==> src/rtl/core/hmm_scaled_backward_step_unit_defines.svh <==
// Assertion macros shared by the backward step unit.
// Depends on nothing; the including module provides clk and rst_n.
`ifndef HMM_SCALED_BACKWARD_STEP_UNIT_DEFINES_SVH
`define HMM_SCALED_BACKWARD_STEP_UNIT_DEFINES_SVH

// Same-cycle implication, checked outside reset.
`define HSBS_ASSERT_NOW(label, ante, cons, msg) \
    label: assert property (@(posedge clk) disable iff (!rst_n) (ante) |-> (cons)) \
        else $error(msg);

// Next-cycle implication, checked outside reset.
`define HSBS_ASSERT_NEXT(label, ante, cons, msg) \
    label: assert property (@(posedge clk) disable iff (!rst_n) (ante) |=> (cons)) \
        else $error(msg);

`endif

==> src/rtl/core/hsbs_pkg.sv <==
// Shared types and constants of the scaled HMM backward step unit.
// Depends on nothing.
package hsbs_pkg;

    localparam int OPC_W   = 2;
    localparam int IDX_W   = 4;
    localparam int PROB_W  = 17;
    localparam int SCALE_W = 32;
    localparam int TIME_W  = 16;
    localparam int BETA_W  = 32;
    localparam int FRAC_W  = 16;
    localparam int AE_W    = 18;
    localparam int PROD_W  = AE_W + BETA_W;

    localparam logic [OPC_W-1:0] OP_LOAD_T = 2'd0;
    localparam logic [OPC_W-1:0] OP_LOAD_E = 2'd1;
    localparam logic [OPC_W-1:0] OP_START  = 2'd2;
    localparam logic [OPC_W-1:0] OP_STEP   = 2'd3;

    localparam logic [BETA_W-1:0] BETA_ONE = 32'h0001_0000;
    localparam logic [15:0]       Q16_HALF = 16'h8000;

    typedef struct packed {
        logic cap_item;
        logic tbl_wr_t;
        logic tbl_wr_e;
        logic set_one;
        logic acc_clear;
        logic mac_issue;
        logic mac_last;
        logic scale_s;
        logic scale_lo;
        logic scale_hi;
        logic scale_fin;
        logic out_load;
        logic out_one;
        logic out_last;
        logic beta_wr;
        logic bank_flip;
    } hsbs_cmd_t;

    typedef struct packed {
        logic out_free;
        logic mac_done;
    } hsbs_stat_t;

endpackage

==> src/rtl/core/hsbs_ctrl.sv <==
// Sequencer of the backward step unit: item decode, row and column counters, result pacing.
// Depends on hsbs_pkg.
module hsbs_ctrl
    import hsbs_pkg::*;
#(
    parameter int NUM_STATES = 16,
    parameter int CW         = 4
) (
    input  logic             clk,
    input  logic             rst_n,
    input  logic             in_valid,
    output logic             in_ready,
    input  logic [OPC_W-1:0] opcode,
    input  hsbs_stat_t       stat,
    output hsbs_cmd_t        cmd,
    output logic [CW-1:0]    row_sel,
    output logic [CW-1:0]    col_sel
);

    localparam logic [3:0] S_IDLE    = 4'd0;
    localparam logic [3:0] S_ONE_OUT = 4'd1;
    localparam logic [3:0] S_MAC     = 4'd2;
    localparam logic [3:0] S_DRAIN   = 4'd3;
    localparam logic [3:0] S_SC_S    = 4'd4;
    localparam logic [3:0] S_SC_LO   = 4'd5;
    localparam logic [3:0] S_SC_HI   = 4'd6;
    localparam logic [3:0] S_SC_FIN  = 4'd7;
    localparam logic [3:0] S_OUT     = 4'd8;

    localparam logic [CW-1:0] LAST_IDX = CW'(NUM_STATES - 1);

    logic [3:0]    state_reg, state_next;
    logic [CW-1:0] row_reg, row_next;
    logic [CW-1:0] col_reg, col_next;
    logic          row_last, col_last;

    assign row_last = (row_reg == LAST_IDX);
    assign col_last = (col_reg == LAST_IDX);
    assign in_ready = (state_reg == S_IDLE);
    assign row_sel  = row_reg;
    assign col_sel  = col_reg;

    always_comb
    begin
        state_next = state_reg;
        row_next   = row_reg;
        col_next   = col_reg;
        cmd        = '0;
        case (state_reg)
            S_IDLE:
            begin
                if (in_valid)
                begin
                    cmd.cap_item = 1'b1;
                    case (opcode)
                        OP_LOAD_T: cmd.tbl_wr_t = 1'b1;
                        OP_LOAD_E: cmd.tbl_wr_e = 1'b1;
                        OP_START:
                        begin
                            cmd.set_one = 1'b1;
                            row_next    = '0;
                            state_next  = S_ONE_OUT;
                        end
                        OP_STEP:
                        begin
                            cmd.acc_clear = 1'b1;
                            row_next      = '0;
                            col_next      = '0;
                            state_next    = S_MAC;
                        end
                        default: ;
                    endcase
                end
            end
            S_ONE_OUT:
            begin
                if (stat.out_free)
                begin
                    cmd.out_load = 1'b1;
                    cmd.out_one  = 1'b1;
                    cmd.out_last = row_last;
                    if (row_last)
                    begin
                        state_next = S_IDLE;
                    end
                    else
                    begin
                        row_next = row_reg + 1'b1;
                    end
                end
            end
            S_MAC:
            begin
                cmd.mac_issue = 1'b1;
                cmd.mac_last  = col_last;
                if (col_last)
                begin
                    state_next = S_DRAIN;
                end
                else
                begin
                    col_next = col_reg + 1'b1;
                end
            end
            S_DRAIN:
            begin
                if (stat.mac_done)
                begin
                    state_next = S_SC_S;
                end
            end
            S_SC_S:
            begin
                cmd.scale_s = 1'b1;
                state_next  = S_SC_LO;
            end
            S_SC_LO:
            begin
                cmd.scale_lo = 1'b1;
                state_next   = S_SC_HI;
            end
            S_SC_HI:
            begin
                cmd.scale_hi = 1'b1;
                state_next   = S_SC_FIN;
            end
            S_SC_FIN:
            begin
                cmd.scale_fin = 1'b1;
                state_next    = S_OUT;
            end
            S_OUT:
            begin
                if (stat.out_free)
                begin
                    cmd.out_load  = 1'b1;
                    cmd.out_last  = row_last;
                    cmd.beta_wr   = 1'b1;
                    cmd.acc_clear = 1'b1;
                    if (row_last)
                    begin
                        cmd.bank_flip = 1'b1;
                        state_next    = S_IDLE;
                    end
                    else
                    begin
                        row_next   = row_reg + 1'b1;
                        col_next   = '0;
                        state_next = S_MAC;
                    end
                end
            end
            default:
            begin
                state_next = S_IDLE;
            end
        endcase
    end

    always_ff @(posedge clk or negedge rst_n)
    begin
        if (!rst_n)
        begin
            state_reg <= S_IDLE;
            row_reg   <= '0;
            col_reg   <= '0;
        end
        else
        begin
            state_reg <= state_next;
            row_reg   <= row_next;
            col_reg   <= col_next;
        end
    end

endmodule

==> config.mk <==
export PLATFORM = sky130hd
export DESIGN_NAME = hsbs_ctrl
export DESIGN_NICKNAME = d
export VERILOG_FILES = /design/src/rtl/core/hmm_scaled_backward_step_unit_defines.svh /design/src/rtl/core/hsbs_pkg.sv /design/src/rtl/core/hsbs_ctrl.sv
export SDC_FILE = /design/constraint.sdc
export NUM_CORES = 1
export LEC_CHECK = 0
export ABC_AREA = 1
export BUFFER_PORTS_ARGS = -buffer_cell sky130_fd_sc_hd__buf_2
export CAP_MARGIN = 30
export CORE_MARGIN = 3
export CORE_UTILIZATION = 54
export CTS_BUF_LIST = sky130_fd_sc_hd__clkbuf_8 sky130_fd_sc_hd__clkbuf_16
export DETAILED_ROUTE_END_ITERATION = 6
export PLACE_DENSITY_LB_ADDON = 0.12
export SYNTH_ARGS = -nofsm -noshare
export SYNTH_HDL_FRONTEND = slang
export SYNTH_SLANG_ARGS = --single-unit
==> constraint.sdc <==
create_clock -name clk -period 4.1 [get_ports clk]
set_clock_uncertainty 0.15 [all_clocks]
set_input_delay 0.615 -clock clk [delete_from_list [all_inputs] [get_ports clk]]
set_output_delay 0.615 -clock clk [all_outputs]
set_load 0.02 [all_outputs]
==> impl_metrics.py <==
metrics = {
    "route": {
        "wl_met2_um": 1290,
        "wl_um": 2560,
        "postRouteAntennaNets": 0,
        "drt_iter0_drc": 27,
        "wirelength_met1_um": 1120,
        "wl_per_cell_um": 11.5,
        "wl_met3_um": 126,
        "vias": 1140,
        "dr.max_layer_used": "met4",
        "routed_via_density": 5.11,
        "drtPass1Iterations": 4,
        "route.detailed.drc": 0,
    },
    "yosys": {
        "synth_nets": 173,
        "synth-seq-cells": 12,
        "synth_cell_types": 22,
        "yosys.area.top_type": "dfrtp_1",
        "netlist.area_leader.share": 0.297,
        "yosysWarnings": 0,
        "postSynthAreaPerCell_sq_um": 6.16,
        "synthTopCellsByArea": "dfrtp_1 (30%), nand2_1 (18%), nor2_1 (9.7%)",
        "synth_seq_area_share": 0.297,
        "syn_inst": 164,
        "syn_area_sq_um": 1010,
    },
    "clock_network": {
        "h-tree-depth": 1,
        "cts_buffer_depth": 2,
        "hold_buffers": 0,
        "cts_sinks": 12,
        "cts_resized": 0,
        "cts.clk_slew.worst_paths_ps": 60,
        "cts_tree": "built",
        "clock-root-buffer": "clkbuf_8",
        "worstSkewPairLatency_ps": 240,
        "cts_inserted_buffers": 3,
        "post_cts_buffers": 0,
    },
    "timing": {
        "setup_violations": 0,
        "fin_tns_setup_ps": 0,
        "tightestPinTransition_ps": 360,
        "rsz0062_at_grt": "false",
        "relSlewSlack": 0.759,
        "finalHoldViolCount": 0,
        "fin_crit_sh": 0.576,
        "slew_violations": 0,
        "fmax_mhz": 424,
        "finalCriticalPeriod_ps": 2360,
    },
    "die": {
        "die_h_um": 49.3,
        "initial_utilization": 0.579,
        "coreArea_sq_um": 1750,
        "dieWidth_um": 49.3,
        "num_rows": 15,
        "pin_count": 32,
        "die-area_sq_um": 2430,
    },
    "global_routing": {
        "gr-usage-all-layers": 0.223,
        "grt_pass1_vias": 1006,
        "grt_max_degree": 13,
        "antenna_found_initial": 0,
        "grt_pass1_wl_um": 4220,
        "grt_overflow_total": 0,
    },
    "finish": {
        "nFillCells": 152,
        "antenna_cells": 0,
        "drive_above_1_share": 0.258,
        "multiInputGateArea_sq_um": 613,
        "num-nets-final": 209,
        "seq_area_sq_um": 300,
        "area_growth_syn_to_layout_pct": 22.5,
        "post-route-util": 0.710,
    },
    "place": {
        "hpwl_um": 1990,
        "gp_congestion": 0.826,
        "port_buffers": 31,
    },
    "pwr": {
        "vdd_ir_drop_max_v": 0.000400,
        "power.leakage_nw": 0.767,
        "power_density_nw_per_um2": 654,
    },
    "critical_path": {
        "arrival_ps": 1600,
        "slowest_delay_ps": 450,
        "cp_slowest_cell": "dfrtp_1",
        "cp-end-kind": "primary output",
        "startpoint_type": "flop",
        "path_delay_family": "simple AND/OR/NAND/NOR gates",
        "worstPathRequired_ps": 3340,
        "cp_num_buf_inv": 2,
        "cp_max_fo": 8,
        "critical_path_class": "flop to primary output",
        "crit_chain": "nor2_4 > nand2_2 > inv_2 > nand2_1 > nor3b_1 > buf_2",
    },
    "run": {
        "maxCapViolCount": 0,
    },
    "worst_hold_path": {
        "hold_class": "primary input to asynchronous set/reset pin",
    },
    "outcome": {
        "status": "complete, no violations",
    },
}
==> final cells by class <==
cell class,count,share of cell area
Multi-Input combinational cell,126,0.495
Timing Repair Buffer,31,0.125
Inverter,26,0.0788
Tap cell,25,0.0253
Clock buffer,3,0.0333
Sequential cell,12,0.242
==> routing by layer <==
layer  track usage  up-vias
met5             0        -
met4        0.0853        0
met3        0.0306        4
met2         0.404       37
met1         0.261      514
li1              -      585
==> cell usage in the layout (no fill, tap or decap) <==
cell      instances
nand3b_1          1
nor4_1            1
clkbuf_8          3
nor2_4            2
nand3_2           2
nor2_2            4
dfrtp_1          12
or2_2             1
nand2_2           5
nor2_1           26
nand4_1           2
o21ai_0           2
xnor2_1           1
nor3b_1           1
o21bai_1          4
nor3_1            2
nand3_1          19
nand2_1          49
inv_2             2
buf_2            31
a21oi_2           1
inv_1            24
ha_1              2
a21oi_1           1
==> final timing paths <==
path	start	endpoint	slack [ps]	cells past startpoint
setup / recovery	state_reg[2]	cmd[13]	1740	6
hold / removal	rst_n	row_sel[2]	100	1
setup reg to reg	row_sel[0]	state_reg[0]	2430	8
hold reg to reg	row_sel[1]	row_sel[1]	400	2
max in group asynchronous	rst_n	col_sel[1]	3470	1
min in group clk	row_sel[1]	row_sel[1]	400	2
==> cells in the mapped netlist <==
library cell / number
a21oi_1: 1
a21oi_2: 1
dfrtp_1: 12
ha_1: 2
inv_1: 24
inv_2: 2
nand2_1: 49
nand2_2: 5
nand3_1: 19
nand3_2: 2
nand3b_1: 1
nand4_1: 2
nor2_1: 26
nor2_2: 4
nor2_4: 2
nor3_1: 2
nor3b_1: 1
nor4_1: 1
o21ai_0: 2
o21bai_1: 4
or2_2: 1
xnor2_1: 1
==> cells by family after synthesis <==
family | Yosys count | share of synthesized area
AO/OA/AOI/OAI | 8 | 0.0532
XOR/XNOR | 1 | 0.00866
adder cells (fa/ha/maj) | 2 | 0.0247
buffers and inverters | 26 | 0.0965
flip-flops | 12 | 0.297
AND/OR/NAND/NOR | 115 | 0.520
==> report_power, final <==
part	internal [mW]	switching, mW	total [mW]
registers	0.150	0.0476	0.197
clock network	0.0649	0.0461	0.111
logic	0.156	0.346	0.502
total	0.371	0.439	0.810
==> metrics by stage <==
stage / worst slack, ps / total power [mW] / cells / hold slack, ps / area (sq um)
3_5_place_dp: 2020 / 0.697 / 220 / 367 / 1200
4_1_cts: 1750 / 0.809 / 223 / 111 / 1240
3_3_place_gp: 2050 / 0.685 / 220 / 362 / 1200
6_report: 1740 / 0.810 / 223 / 99.1 / 1240
2_1_floorplan: 1830 / 0.568 / 164 / 169 / 1010
5_1_grt: 1580 / 0.879 / 223 / 120 / 1240
==> worst register-to-register path, cell delays in order (launching register included) <==
cell and delay, ps:
dfrtp_1 420, ha_1 210, nand3_1 200, inv_1 100, nor2_1 50, nor2_1 220, nand2_1 110, nand2_1 60
nand2_1 50
No activity file was read; power rests on OpenSTA's default activity.
